**config.mk**
```make
export PLATFORM = sky130hd
export DESIGN_NAME = pulse_digitizer_aggregate_decoder_core_flat
export DESIGN_NICKNAME = d
export VERILOG_FILES = /design/src/pdad_pkg.sv /design/src/pdad_in_if.sv /design/src/pdad_out_if.sv /design/src/pdad_pair_sel.sv /design/src/pdad_walker.sv /design/src/pulse_digitizer_aggregate_decoder_core.sv /design/src/flat_wrapper.sv
export SDC_FILE = /design/constraint.sdc
export NUM_CORES = 1
export LEC_CHECK = 0
export ABC_AREA = 1
export BUFFER_PORTS_ARGS = -buffer_cell sky130_fd_sc_hd__buf_2
export CAP_MARGIN = 20
export CELL_PAD_IN_SITES_DETAIL_PLACEMENT = 0
export CELL_PAD_IN_SITES_GLOBAL_PLACEMENT = 1
export CORE_MARGIN = 2
export CORE_UTILIZATION = 46
export CTS_CLUSTER_SIZE = 24
export DETAILED_ROUTE_END_ITERATION = 12
export PLACE_DENSITY = 0.88
export SLEW_MARGIN = 20
export SYNTH_ARGS = -nofsm -noshare
export SYNTH_HDL_FRONTEND = slang
export SYNTH_SLANG_ARGS = --single-unit
```
**constraint.sdc**
```tcl
create_clock -name clk_i -period 14.5 [get_ports clk_i]
set_clock_uncertainty 0.15 [all_clocks]
set_input_delay 1.45 -clock clk_i [delete_from_list [all_inputs] [get_ports clk_i]]
set_output_delay 1.45 -clock clk_i [all_outputs]
set_load 0.01 [all_outputs]
```
**src/pdad_pkg.sv**
```systemverilog
// Shared types and constants of the pulse digitizer aggregate decoder.
`default_nettype none

package pdad_pkg;

  typedef enum logic [2:0] {
    PH_BOARD  = 3'd0,
    PH_CHAN0  = 3'd1,
    PH_CHAN1  = 3'd2,
    PH_TTAG   = 3'd3,
    PH_SAMPLE = 3'd4,
    PH_EXTRA1 = 3'd5,
    PH_EXTRA2 = 3'd6
  } phase_e;

  typedef enum logic [1:0] {
    KIND_SAMPLE  = 2'd0,
    KIND_EVENT   = 2'd1,
    KIND_BAD_TAG = 2'd2
  } kind_e;

  // Word positions inside the four-word board header.
  localparam logic [1:0] HDR_TAG   = 2'd0;
  localparam logic [1:0] HDR_MASK  = 2'd1;
  localparam logic [1:0] HDR_COUNT = 2'd2;
  localparam logic [1:0] HDR_LAST  = 2'd3;

  localparam logic [3:0] BOARD_TAG = 4'hA;

  // Channel header words plus the time tag and extra words of an event, and the event overhead.
  localparam logic [18:0] CHAN_HDR_PLUS_EVT = 19'd5;
  localparam logic [18:0] EVT_OVERHEAD      = 19'd3;

  typedef struct packed {
    kind_e        kind;
    logic [3:0]   channel;
    logic [13:0]  sample_a;
    logic [13:0]  sample_b;
    logic         dual_trace;
    logic [3:0]   probe_bits;
    logic [46:0]  timestamp;
    logic [14:0]  energy;
    logic [15:0]  baseline_quarters;
    logic         pileup;
    logic [4:0]   extras_code;
    logic [22:0]  event_counter;
  } result_t;

  typedef struct packed {
    logic       found;
    logic [2:0] index;
  } pair_sel_t;

endpackage

`default_nettype wire

```
**src/pdad_in_if.sv**
```systemverilog
// Request channel carrying one readout word per transfer.
`default_nettype none

interface pdad_in_if;
  logic        valid;
  logic        ready;
  logic [31:0] word;
  logic        packet_start;

  modport source (output valid, word, packet_start, input ready);
  modport sink   (input valid, word, packet_start, output ready);
endinterface

`default_nettype wire

```
**src/pdad_out_if.sv**
```systemverilog
// Result channel carrying one decoded sample, event or bad-tag report.
`default_nettype none

interface pdad_out_if;
  import pdad_pkg::*;

  logic        valid;
  logic        ready;
  kind_e       kind;
  logic [3:0]  channel;
  logic [13:0] sample_a;
  logic [13:0] sample_b;
  logic        dual_trace;
  logic [3:0]  probe_bits;
  logic [46:0] timestamp;
  logic [14:0] energy;
  logic [15:0] baseline_quarters;
  logic        pileup;
  logic [4:0]  extras_code;
  logic [22:0] event_counter;

  modport source (output valid, kind, channel, sample_a, sample_b, dual_trace, probe_bits,
                  timestamp, energy, baseline_quarters, pileup, extras_code, event_counter,
                  input ready);
  modport sink   (input valid, kind, channel, sample_a, sample_b, dual_trace, probe_bits,
                  timestamp, energy, baseline_quarters, pileup, extras_code, event_counter,
                  output ready);
endinterface

`default_nettype wire

```
**src/pdad_pair_sel.sv**
```systemverilog
// Finds the lowest enabled channel pair at or above a start index.
`default_nettype none

module pdad_pair_sel #(
  parameter int unsigned ChannelPairs = 8
) (
  input  logic [7:0]          mask_i,
  input  logic [3:0]          start_i,
  output pdad_pkg::pair_sel_t sel_o
);
  import pdad_pkg::*;

  // Scan from the top so the lowest qualifying pair wins.
  always_comb begin
    sel_o = '0;
    for (int p = 7; p >= 0; p--) begin
      if ((p < int'(ChannelPairs)) && (4'(p) >= start_i) && mask_i[p]) begin
        sel_o.found = 1'b1;
        sel_o.index = 3'(p);
      end
    end
  end

endmodule

`default_nettype wire

```
**src/pdad_walker.sv**
```systemverilog
// Packet walker: holds the parse state and decodes one word per cycle while accept_i is high.
`default_nettype none

module pdad_walker #(
  parameter int unsigned ChannelPairs = 8
) (
  input  logic              clk_i,
  input  logic              rst_ni,
  input  logic              accept_i,
  input  logic [31:0]       word_i,
  input  logic              packet_start_i,
  output logic              res_valid_o,
  output pdad_pkg::result_t res_o
);
  import pdad_pkg::*;

  phase_e      phase_q, phase_d, phase_eff;
  logic [1:0]  hidx_q, hidx_d, hidx_eff;
  logic [7:0]  mask_q, mask_d;
  logic [2:0]  pidx_q, pidx_d;
  logic [22:0] counter_q, counter_d;
  logic [30:0] wleft_q, wleft_d;
  logic [17:0] spe_q, spe_d;
  logic [17:0] sleft_q, sleft_d;
  logic        trace_q, trace_d;
  logic [3:0]  chan_q, chan_d;
  logic [30:0] ttag_q, ttag_d;
  logic [31:0] extra_q, extra_d;

  logic [3:0]  sel_start;
  pair_sel_t   sel;
  logic [17:0] spe_new;
  logic [18:0] need_hdr;
  logic [18:0] need_evt;

  assign phase_eff = packet_start_i ? PH_BOARD : phase_q;
  assign hidx_eff  = packet_start_i ? HDR_TAG : hidx_q;
  assign sel_start = (phase_eff == PH_BOARD) ? 4'd0 : ({1'b0, pidx_q} + 4'd1);
  assign spe_new   = {word_i[15:0], 2'b00};
  // Size minus the two header words must hold one event: size >= words + 5.
  assign need_hdr  = {1'b0, spe_new} + CHAN_HDR_PLUS_EVT;
  assign need_evt  = {1'b0, spe_q} + EVT_OVERHEAD;

  pdad_pair_sel #(
    .ChannelPairs(ChannelPairs)
  ) u_pair_sel (
    .mask_i (mask_q),
    .start_i(sel_start),
    .sel_o  (sel)
  );

  // Next-state logic.
  always_comb begin
    phase_d   = phase_eff;
    hidx_d    = hidx_eff;
    mask_d    = mask_q;
    pidx_d    = pidx_q;
    counter_d = counter_q;
    wleft_d   = wleft_q;
    spe_d     = spe_q;
    sleft_d   = sleft_q;
    trace_d   = trace_q;
    chan_d    = chan_q;
    ttag_d    = ttag_q;
    extra_d   = extra_q;
    unique case (phase_eff)
      PH_BOARD: begin
        unique case (hidx_eff)
          HDR_TAG:   hidx_d = HDR_MASK;
          HDR_MASK: begin
            mask_d = word_i[7:0];
            hidx_d = HDR_COUNT;
          end
          HDR_COUNT: begin
            counter_d = word_i[22:0];
            hidx_d    = HDR_LAST;
          end
          default: begin
            hidx_d = HDR_TAG;
            if (sel.found) begin
              pidx_d  = sel.index;
              phase_d = PH_CHAN0;
            end else begin
              phase_d = PH_BOARD;
            end
          end
        endcase
      end
      PH_CHAN0: begin
        wleft_d = word_i[30:0];
        phase_d = PH_CHAN1;
      end
      PH_CHAN1: begin
        trace_d = word_i[31];
        spe_d   = spe_new;
        if (wleft_q >= {12'd0, need_hdr}) begin
          wleft_d = wleft_q - {12'd0, need_hdr};
          phase_d = PH_TTAG;
        end else begin
          // The pair holds no whole event, so the size count no longer matters.
          wleft_d = (wleft_q >= 31'd2) ? wleft_q - 31'd2 : 31'd0;
          if (sel.found) begin
            pidx_d  = sel.index;
            phase_d = PH_CHAN0;
          end else begin
            phase_d = PH_BOARD;
            hidx_d  = HDR_TAG;
          end
        end
      end
      PH_TTAG: begin
        chan_d  = {pidx_q, word_i[31]};
        ttag_d  = word_i[30:0];
        sleft_d = spe_q;
        phase_d = (spe_q != '0) ? PH_SAMPLE : PH_EXTRA1;
      end
      PH_SAMPLE: begin
        sleft_d = (sleft_q != '0) ? sleft_q - 18'd1 : '0;
        if (sleft_q <= 18'd1) begin
          phase_d = PH_EXTRA1;
        end
      end
      PH_EXTRA1: begin
        extra_d = word_i;
        phase_d = PH_EXTRA2;
      end
      default: begin
        if (wleft_q >= {12'd0, need_evt}) begin
          wleft_d = wleft_q - {12'd0, need_evt};
          phase_d = PH_TTAG;
        end else if (sel.found) begin
          pidx_d  = sel.index;
          phase_d = PH_CHAN0;
        end else begin
          phase_d = PH_BOARD;
          hidx_d  = HDR_TAG;
        end
      end
    endcase
  end

  // Result decode.
  always_comb begin
    res_valid_o = 1'b0;
    res_o       = '0;
    unique case (phase_eff) inside
      PH_BOARD: begin
        if ((hidx_eff == HDR_TAG) && (word_i[31:28] != BOARD_TAG)) begin
          res_valid_o = 1'b1;
          res_o.kind  = KIND_BAD_TAG;
        end
      end
      PH_CHAN0, PH_CHAN1, PH_TTAG, PH_EXTRA1: begin
        res_valid_o = 1'b0;
      end
      PH_SAMPLE: begin
        res_valid_o         = 1'b1;
        res_o.kind          = KIND_SAMPLE;
        res_o.channel       = chan_q;
        res_o.sample_a      = word_i[13:0];
        res_o.sample_b      = word_i[29:16];
        res_o.dual_trace    = trace_q;
        res_o.probe_bits    = {word_i[31], word_i[15], word_i[30], word_i[14]};
        res_o.event_counter = counter_q;
      end
      default: begin
        res_valid_o             = 1'b1;
        res_o.kind              = KIND_EVENT;
        res_o.channel           = chan_q;
        res_o.dual_trace        = trace_q;
        res_o.timestamp         = {extra_q[31:16], ttag_q};
        res_o.energy            = word_i[14:0];
        res_o.baseline_quarters = extra_q[15:0];
        res_o.pileup            = word_i[15];
        res_o.extras_code       = word_i[20:16];
        res_o.event_counter     = counter_q;
      end
    endcase
  end

  always_ff @(posedge clk_i or negedge rst_ni) begin
    if (!rst_ni) begin
      phase_q   <= PH_BOARD;
      hidx_q    <= HDR_TAG;
      mask_q    <= '0;
      pidx_q    <= '0;
      counter_q <= '0;
      wleft_q   <= '0;
      spe_q     <= '0;
      sleft_q   <= '0;
      trace_q   <= 1'b0;
      chan_q    <= '0;
      ttag_q    <= '0;
      extra_q   <= '0;
    end else if (accept_i) begin
      phase_q   <= phase_d;
      hidx_q    <= hidx_d;
      mask_q    <= mask_d;
      pidx_q    <= pidx_d;
      counter_q <= counter_d;
      wleft_q   <= wleft_d;
      spe_q     <= spe_d;
      sleft_q   <= sleft_d;
      trace_q   <= trace_d;
      chan_q    <= chan_d;
      ttag_q    <= ttag_d;
      extra_q   <= extra_d;
    end
  end

endmodule

`default_nettype wire

```
**src/pulse_digitizer_aggregate_decoder_core.sv**
```systemverilog
// Top level of the pulse digitizer aggregate decoder with its two-entry result stage.
//
// Walks a digitizer readout packet one 32-bit word per request: board header, channel
// pair headers, then time tag, sample words and two extra words for every event. It
// takes one word per clock cycle while the input is not held off; each word is decoded
// in the same cycle it is accepted and any result is registered at that edge, so it is
// offered on the next cycle when the result side keeps up. A two-entry result stage (head
// register plus skid register) lets the input keep flowing after the result side stalls
// until one more result is waiting; words that give no result still pass, and the input
// is held off only while both entries are full. Asserting packet_start with a word
// restarts the walk at the board header.
`default_nettype none

module pulse_digitizer_aggregate_decoder_core #(
  parameter int unsigned CHANNEL_PAIRS = 8
) (
  input  logic              clk_i,
  input  logic              rst_ni,
  pdad_in_if.sink           in_i,
  pdad_out_if.source        out_o
);
  import pdad_pkg::*;

  logic    accept;
  logic    res_valid;
  result_t res;
  logic    push, pop;

  logic    head_valid_q, head_valid_d;
  logic    skid_valid_q, skid_valid_d;
  result_t head_q, head_d;
  result_t skid_q, skid_d;

  assign in_i.ready = !skid_valid_q;
  assign accept     = in_i.valid && in_i.ready;

  pdad_walker #(
    .ChannelPairs(CHANNEL_PAIRS)
  ) u_walker (
    .clk_i         (clk_i),
    .rst_ni        (rst_ni),
    .accept_i      (accept),
    .word_i        (in_i.word),
    .packet_start_i(in_i.packet_start),
    .res_valid_o   (res_valid),
    .res_o         (res)
  );

  assign push = accept && res_valid;
  assign pop  = head_valid_q && out_o.ready;

  always_comb begin
    head_valid_d = head_valid_q;
    skid_valid_d = skid_valid_q;
    head_d       = head_q;
    skid_d       = skid_q;
    if (pop) begin
      if (skid_valid_q) begin
        head_d       = skid_q;
        skid_valid_d = 1'b0;
      end else if (push) begin
        head_d = res;
      end else begin
        head_valid_d = 1'b0;
      end
    end else if (push) begin
      if (head_valid_q) begin
        skid_d       = res;
        skid_valid_d = 1'b1;
      end else begin
        head_d       = res;
        head_valid_d = 1'b1;
      end
    end
  end

  always_ff @(posedge clk_i or negedge rst_ni) begin
    if (!rst_ni) begin
      head_valid_q <= 1'b0;
      skid_valid_q <= 1'b0;
    end else begin
      head_valid_q <= head_valid_d;
      skid_valid_q <= skid_valid_d;
    end
  end

  always_ff @(posedge clk_i) begin
    head_q <= head_d;
    skid_q <= skid_d;
  end

  assign out_o.valid             = head_valid_q;
  assign out_o.kind              = head_q.kind;
  assign out_o.channel           = head_q.channel;
  assign out_o.sample_a          = head_q.sample_a;
  assign out_o.sample_b          = head_q.sample_b;
  assign out_o.dual_trace        = head_q.dual_trace;
  assign out_o.probe_bits        = head_q.probe_bits;
  assign out_o.timestamp         = head_q.timestamp;
  assign out_o.energy            = head_q.energy;
  assign out_o.baseline_quarters = head_q.baseline_quarters;
  assign out_o.pileup            = head_q.pileup;
  assign out_o.extras_code       = head_q.extras_code;
  assign out_o.event_counter     = head_q.event_counter;

endmodule

`default_nettype wire
```
**src/flat_wrapper.sv**
```systemverilog
// flat-port wrapper written by rule: the top's interface ports become plain ports
module pulse_digitizer_aggregate_decoder_core_flat import pdad_pkg::*;
#(
  parameter int unsigned CHANNEL_PAIRS = 8
)
  (clk_i, rst_ni, in_i_valid, in_i_word, in_i_packet_start, in_i_ready, out_o_valid, out_o_kind, out_o_channel, out_o_sample_a, out_o_sample_b, out_o_dual_trace, out_o_probe_bits, out_o_timestamp, out_o_energy, out_o_baseline_quarters, out_o_pileup, out_o_extras_code, out_o_event_counter, out_o_ready);
  pdad_in_if in_i_i ();
  pdad_out_if out_o_i ();
  input  logic clk_i;
  input  logic rst_ni;
  input wire logic [$bits(in_i_i.valid)-1:0] in_i_valid;
  input wire logic [$bits(in_i_i.word)-1:0] in_i_word;
  input wire logic [$bits(in_i_i.packet_start)-1:0] in_i_packet_start;
  output wire logic [$bits(in_i_i.ready)-1:0] in_i_ready;
  output wire logic [$bits(out_o_i.valid)-1:0] out_o_valid;
  output wire logic [$bits(out_o_i.kind)-1:0] out_o_kind;
  output wire logic [$bits(out_o_i.channel)-1:0] out_o_channel;
  output wire logic [$bits(out_o_i.sample_a)-1:0] out_o_sample_a;
  output wire logic [$bits(out_o_i.sample_b)-1:0] out_o_sample_b;
  output wire logic [$bits(out_o_i.dual_trace)-1:0] out_o_dual_trace;
  output wire logic [$bits(out_o_i.probe_bits)-1:0] out_o_probe_bits;
  output wire logic [$bits(out_o_i.timestamp)-1:0] out_o_timestamp;
  output wire logic [$bits(out_o_i.energy)-1:0] out_o_energy;
  output wire logic [$bits(out_o_i.baseline_quarters)-1:0] out_o_baseline_quarters;
  output wire logic [$bits(out_o_i.pileup)-1:0] out_o_pileup;
  output wire logic [$bits(out_o_i.extras_code)-1:0] out_o_extras_code;
  output wire logic [$bits(out_o_i.event_counter)-1:0] out_o_event_counter;
  input wire logic [$bits(out_o_i.ready)-1:0] out_o_ready;
  assign in_i_i.valid = in_i_valid;
  assign in_i_i.word = in_i_word;
  assign in_i_i.packet_start = in_i_packet_start;
  assign in_i_ready = in_i_i.ready;
  assign out_o_valid = out_o_i.valid;
  assign out_o_kind = out_o_i.kind;
  assign out_o_channel = out_o_i.channel;
  assign out_o_sample_a = out_o_i.sample_a;
  assign out_o_sample_b = out_o_i.sample_b;
  assign out_o_dual_trace = out_o_i.dual_trace;
  assign out_o_probe_bits = out_o_i.probe_bits;
  assign out_o_timestamp = out_o_i.timestamp;
  assign out_o_energy = out_o_i.energy;
  assign out_o_baseline_quarters = out_o_i.baseline_quarters;
  assign out_o_pileup = out_o_i.pileup;
  assign out_o_extras_code = out_o_i.extras_code;
  assign out_o_event_counter = out_o_i.event_counter;
  assign out_o_i.ready = out_o_ready;
  pulse_digitizer_aggregate_decoder_core #(.CHANNEL_PAIRS(CHANNEL_PAIRS)) u_core (.clk_i(clk_i), .rst_ni(rst_ni), .in_i(in_i_i), .out_o(out_o_i));
endmodule
```
# After elaboration in Yosys (flattened, before gate mapping)
# Index checks and enable logic that the tools add are counted.
# op_classes
n_eq_ne	14
n_lt_le_gt_ge	12
reduce_logical	41
bitwise	3
n_mux	56
n_addsub	7
# op_table
op	n
146-bit 2-to-1 mux	5
31-bit 2-to-1 mux	3
31-bit one-hot mux with 3 select lines	1
84-bit 2-to-1 mux	1
31-bit by 19-bit greater-or-equal comparator with 1-bit output	2
31-bit by 19-bit subtractor with 31-bit output	2
4-bit 2-to-1 mux	11
18-bit one-hot mux with 2 select lines	1
18-bit nonzero test	2
31-bit by 2-bit greater-or-equal comparator with 1-bit output, second input constant	1
31-bit by 2-bit subtractor with 31-bit output, second input constant	1
28-bit 2-to-1 mux	1
3-bit 2-to-1 mux	9
23-bit 2-to-1 mux	1
18-bit by 2-bit adder with 19-bit output, second input constant	1
18-bit by 3-bit adder with 19-bit output, second input constant	1
18-bit by 1-bit <= comparator with 1-bit output, second input constant	1
18-bit 2-to-1 mux	1
3-bit one-hot mux with 6 select lines	1
3-bit AND reduction	6
18-bit by 1-bit subtractor with 18-bit output, second input constant	1
3-bit by 4-bit greater-or-equal comparator with 1-bit output, first input constant	4
1-bit logical AND	12
2-bit one-hot mux with 3 select lines	2
29 further kinds	62
# word_totals
elab_cells	171
out_inout_bits	148
reg_bits	466
in_bits	37

# Longest topological paths before layout
# logic_depth
ltp_word	16
depth_mapped	27
mapped_depth_nobuf	27

# Modules after synthesis
# A second synthesis with hierarchy kept.
# unflattened
hier_cells	2883
hier_area_um2	23895.4
# by_module_without_submodules
module	seq_area_each_um2	area_per_inst_um2	n_inst	cells_each
pdad_walker	4304.1	12963.7	1	2068
pulse_digitizer_aggregate_decoder_core	8818.5	10774.1	1	780
pdad_pair_sel	0.0	157.7	1	35

# Worst setup path before layout
# Ideal clock, no wire load.
# synth_timing
path_type	input -> register
from	input port in_i_packet_start
to	register u_core.head_q (netlist bit u_core.out_o.baseline_quarters[0]), enable pin
required_time_ps	13497
arrival_time_ps	12398
path_buffers	1
setup_time_ps	853
stages	8
path_slack_ps	1099
cell_sequence	inv_2 -> nand2_1 -> nand3_2 -> buf_6 -> inv_2 -> a21oi_1 -> nand4_1 -> o21ai_0
# synth_between
elab_chain_len	8
elab_cells_between_ends	16
cone_classes	eq/ne (4); mux (4); reduce/logical (8)
# synth_rtl
element	line	text
start, declared	flat_wrapper.sv:13	input wire logic [$bits(in_i_i.packet_start)-1:0] in_i_packet_start;
branches (longest 4 deep; another with 4-bit OR reduction)	n/a	
1-bit one-hot mux with 2 select lines *	pdad_walker.sv:146	unique case (phase_eff) inside
1-bit logical AND *	pulse_digitizer_aggregate_decoder_core.sv:49	assign push = accept && res_valid;
2-bit nonzero test (no source line)	n/a	
3-bit AND reduction (no source line) *	n/a	
end signal, assigned	pulse_digitizer_aggregate_decoder_core.sv:88	head_q <= head_d;
end, declared	pulse_digitizer_aggregate_decoder_core.sv:31	result_t head_q, head_d;
# Mark *: on every way between the ends.
# A chain may end at the register's enable or synchronous reset.

# Worst setup path after layout
# layout_timing
from	input port in_i_word[1]
to	register u_core.u_walker.wleft_q[17]
# layout_between
elab_chain_len	4
elab_cells_between_ends	5
cone_classes	add/sub (2); order compare (1); mux (2)
# layout_rtl
element	line	text
start, declared	flat_wrapper.sv:12	input wire logic [$bits(in_i_i.word)-1:0] in_i_word;
18-bit by 3-bit adder with 19-bit output *	pdad_walker.sv:41	assign need_hdr = {1'b0, spe_new} + CHAN_HDR_PLUS_EVT;
31-bit by 19-bit subtractor with 31-bit output or 31-bit by 19-bit greater-or-equal comparator with 1-bit output (tied branches)	pdad_walker.sv:97, pdad_walker.sv:96	
31-bit 2-to-1 mux *	pdad_walker.sv:96	if (wleft_q >= {12'd0, need_hdr}) begin
31-bit one-hot mux with 3 select lines *	pdad_walker.sv:66	unique case (phase_eff)
end signal, assigned	pdad_walker.sv:201	wleft_q <= wleft_d;
end, declared	pdad_walker.sv:22	logic [30:0] wleft_q, wleft_d;
# Mark *: on every way between the ends. The rest lies on a longest branch, timed or not.

==> results.json <==
{
  "status": "finished clean",
  "p_per_area_nw_per_um2": 103.8,
  "finalCriticalPeriod_ps": 5388,
  "slew_violations": 0,
  "numCtsBuffers": 48,
  "cts_setup_buffers": 0,
  "clk_path_buf_depth": 3,
  "syn_nets": 2857,
  "fp-row-count": 83,
  "firstDrtPassIters": 5,
  "synthCells": 2774,
  "io-pin-count": 185,
  "final_antenna_net_count": 0,
  "path_class": "in -> reg",
  "grt_pass1_vias": 18790,
  "p_leak_uw": 0.01223,
  "route.met3.wl_um": 4971,
  "finalCritPeriodShare_pct": 37.16,
  "wl_per_cell_um": 20.53,
  "gp_congestion": 0.9890,
  "post-dp-hpwl_um": 54600,
  "top_layer": "met4",
  "holdPathEnd": "u_core.u_walker.chan_q[1]$_DFFE_PN0P_",
  "viasPerCell": 5.403,
  "clkSinkCount": 466,
  "tightest_slew_ps": 1018,
  "wl_met2_um": 35740,
  "placed_area_um2": 25320,
  "ys_seq_elements": 466,
  "peakVddDrop_mv": 0.1014,
  "hp-class": "reg -> reg",
  "grt_max_degree": 91,
  "r2r-start": "u_core.u_walker.phase_q[2]$_DFFE_PN0P_",
  "fin_tns_setup_ps": 0,
  "syn_area_um2": 23800,
  "critPathBufInv": 3,
  "cp-start-kind": "input pin",
  "r2r_end": "u_core.skid_q[102]$_DFFE_PP_",
  "synth.avg_cell_area_um2": 8.580,
  "hold_viol": 0,
  "synthDistinctLibCells": 55,
  "endpoint_kind": "flip-flop",
  "final_nets": 3017,
  "crit_top_cell": "nand2_1",
  "cp.arrival_ps": 5740,
  "path_clk_slew_ps": 60,
  "grt_antenna_before_repair": 3,
  "drv_cap": 0,
  "max_stage_delay_ps": 450,
  "slew_headroom_pct": 31.78,
  "wl_um": 75030,
  "synth.yosys.seq_area_share_pct": 55.13,
  "worst_ep_required_time_ps": 14860,
  "die-area_um2": 53580,
  "r2r_slack_ps": 10430,
  "clock_latency_ps": 580,
  "setup_viol": 0,
  "tritoncts": "yes",
  "die_w_um": 231.5,
  "io_buffers": 184,
  "min_delay_path_depth": 2,
  "crit_slowest_cell": "inv_1",
  "drive_above_1_share_pct": 12.61,
  "fmax_mhz": 185.6,
  "area_delta_synth_final_pct": 13.31,
  "start_util_pct": 46.49,
  "cts_resized": 0,
  "worstSetupStartpoint": "in_i_word[1]",
  "m1WireLength_um": 31100,
  "ys.flop_type": "edfxtp_1",
  "final_cell_area_um2": 26970,
  "cts-hold-fix-buffers": 0,
  "min_from": "u_core.u_walker.chan_q[1]$_DFFE_PN0P_",
  "synthArstFlopShare_pct": 37.34,
  "cts_root_buf": "clkbuf_16",
  "drt_iter0_drc": 2016,
  "grt_pass1_wl_um": 113700,
  "htreeDepth": 2,
  "routed-via-count": 19740,
  "synth_edf_count": 292,
  "grtUsageTotal_pct": 28.11,
  "fp.coreArea_um2": 51200,
  "cp_top_family": "simple AND/OR/NAND/NOR gates",
  "grt_overflow": 0,
  "drc": 0,
  "rsz0062_at_grt": "false",
  "critPathMaxFanout": 13,
  "die_h_um": 231.5,
  "num-fill-cells": 4698,
  "r2r_cells": 10,
  "yosysWarnings": 0
}
[power breakdown]
| group | internal [µW] | leakage (µW) | switching [µW] |
|---|---|---|---|
| Combinational | 22.2 | 0.00666 | 84.0 |
| Sequential | 1410 | 0.00476 | 0 |
| Clock | 760 | 0.000806 | 525 |
| Total | 2190 | 0.0122 | 609 |
[how the worst max path moves through the flow]
stage / slack [ps] / end / depth (start not counted)
after floorplan: 1100 / u_core.out_o.baseline_quarters[0]$_DFFE_PP_ / 8
after global placement: 8600 / u_core.u_walker.wleft_q[1]$_DFFE_PN0P_ / 25
after detailed placement: 8560 / u_core.u_walker.wleft_q[1]$_DFFE_PN0P_ / 25
after CTS: 9140 / u_core.u_walker.wleft_q[1]$_DFFE_PN0P_ / 25
after global routing: 8650 / u_core.u_walker.wleft_q[11]$_DFFE_PN0P_ / 25
final: 9110 / u_core.u_walker.wleft_q[17]$_DFFE_PN0P_ / 25
[kinds of logic (layout without fill, tap and decap cells)]
family          Yosys count  count (layout)  share of synthesized area, %
buf+inv                 373             572                         6.266
compound gates          337             337                         7.680
simple gates           1492            1492                         26.29
flops                   466             466                         55.13
xor+xnor                 60              60                         2.208
other cells               0               1                             0
fa+ha+maj                46              46                         2.418
[layout make-up]
class | instances | area, µm² | area share [%]
Antenna cell | 1 | 2.502 | 0.009279
Timing Repair Buffer | 200 | 1051 | 3.897
Multi-Input combinational cell | 1935 | 9228 | 34.22
Sequential cell | 466 | 13120 | 48.66
Inverter | 283 | 1069 | 3.962
Tap cell | 680 | 850.8 | 3.155
Clock buffer | 57 | 1285 | 4.765
Clock inverter | 32 | 360.3 | 1.336
[layer usage]
layer  vias up  track usage [%]
met1      9421            37.24
li1       9363                -
met4         0            11.96
met5         -                0
met3       156            3.346
met2       803            46.78
[flip-flops by register name (all words and copies together), names as in the netlist, 2 cells and up]
register,flops
u_core.u_walker.phase_q,3
u_core.u_walker.counter_q,23
u_core.out_o.timestamp,47
u_core.out_o.baseline_quarters,16
u_core.out_o.extras_code,5
u_core.u_walker.wleft_q,31
u_core.u_walker.extra_q,32
u_core.u_walker.hidx_q,2
u_core.u_walker.sleft_q,18
u_core.u_walker.ttag_q,31
u_core.out_o.kind,2
u_core.u_walker.chan_q,4
u_core.out_o.energy,15
u_core.out_o.sample_a,14
u_core.out_o.event_counter,23
u_core.u_walker.pidx_q,3
u_core.out_o.probe_bits,4
u_core.skid_q,146
u_core.out_o.channel,4
u_core.u_walker.mask_q,8
u_core.out_o.sample_b,14
u_core.u_walker.spe_q,16
[tightest hold or removal path, delay by kind of cell, from the launching register on]
kind	cells	cell delay (ps)
flops	1	340
simple gates	1	50
compound gates	1	60
[synthesized netlist by cell type (all sizes together), types with 6 or more instances]
master | count | area, µm²
nand3 | 130 | 703.2
nor2 | 335 | 1365
nor3 | 25 | 155.2
xor2 | 45 | 394.1
edfxtp | 292 | 8768
o21ai | 226 | 1161
xnor2 | 15 | 131.4
dfrtp | 174 | 4354
or2 | 12 | 75.07
nand2 | 927 | 3545
nand3b | 11 | 82.58
buf | 21 | 165.2
clkbuf | 69 | 259.0
o211ai | 6 | 50.05
ha | 46 | 575.6
a21oi | 73 | 372.9
inv | 281 | 1060
a22oi | 11 | 82.58
nand4 | 46 | 287.8
[through the flow]
stage / setup WS (ps) / hold slack, ps / cells / total power, µW / util (%)
finish: 9112 / 334.0 / 3654 / 2799 / 52.67
global route: 8648 / 358.8 / 3653 / 2878 / 52.67
CTS: 9143 / 338.5 / 3653 / 2813 / 52.66
detailed placement: 8558 / 319.2 / 3564 / 1539 / 49.45
global placement: 8602 / 317.5 / 3564 / 1538 / 49.45
floorplan: 1099 / 292.2 / 2774 / 1485 / -
[layout by cell type, fill, tap and decap left out, types with 16 or more instances in the layout]
cell	n
ha_1	46
nand2_1	908
o21ai_0	202
a21oi_1	71
dfrtp_1	174
buf_2	183
nand3_1	120
clkbuf_16	48
o21ai_1	17
edfxtp_1	292
xor2_1	45
nor2_1	315
inv_1	263
nor3_1	19
nand4_1	46
inv_2	16
No activity file was read; power rests on OpenSTA's default activity.
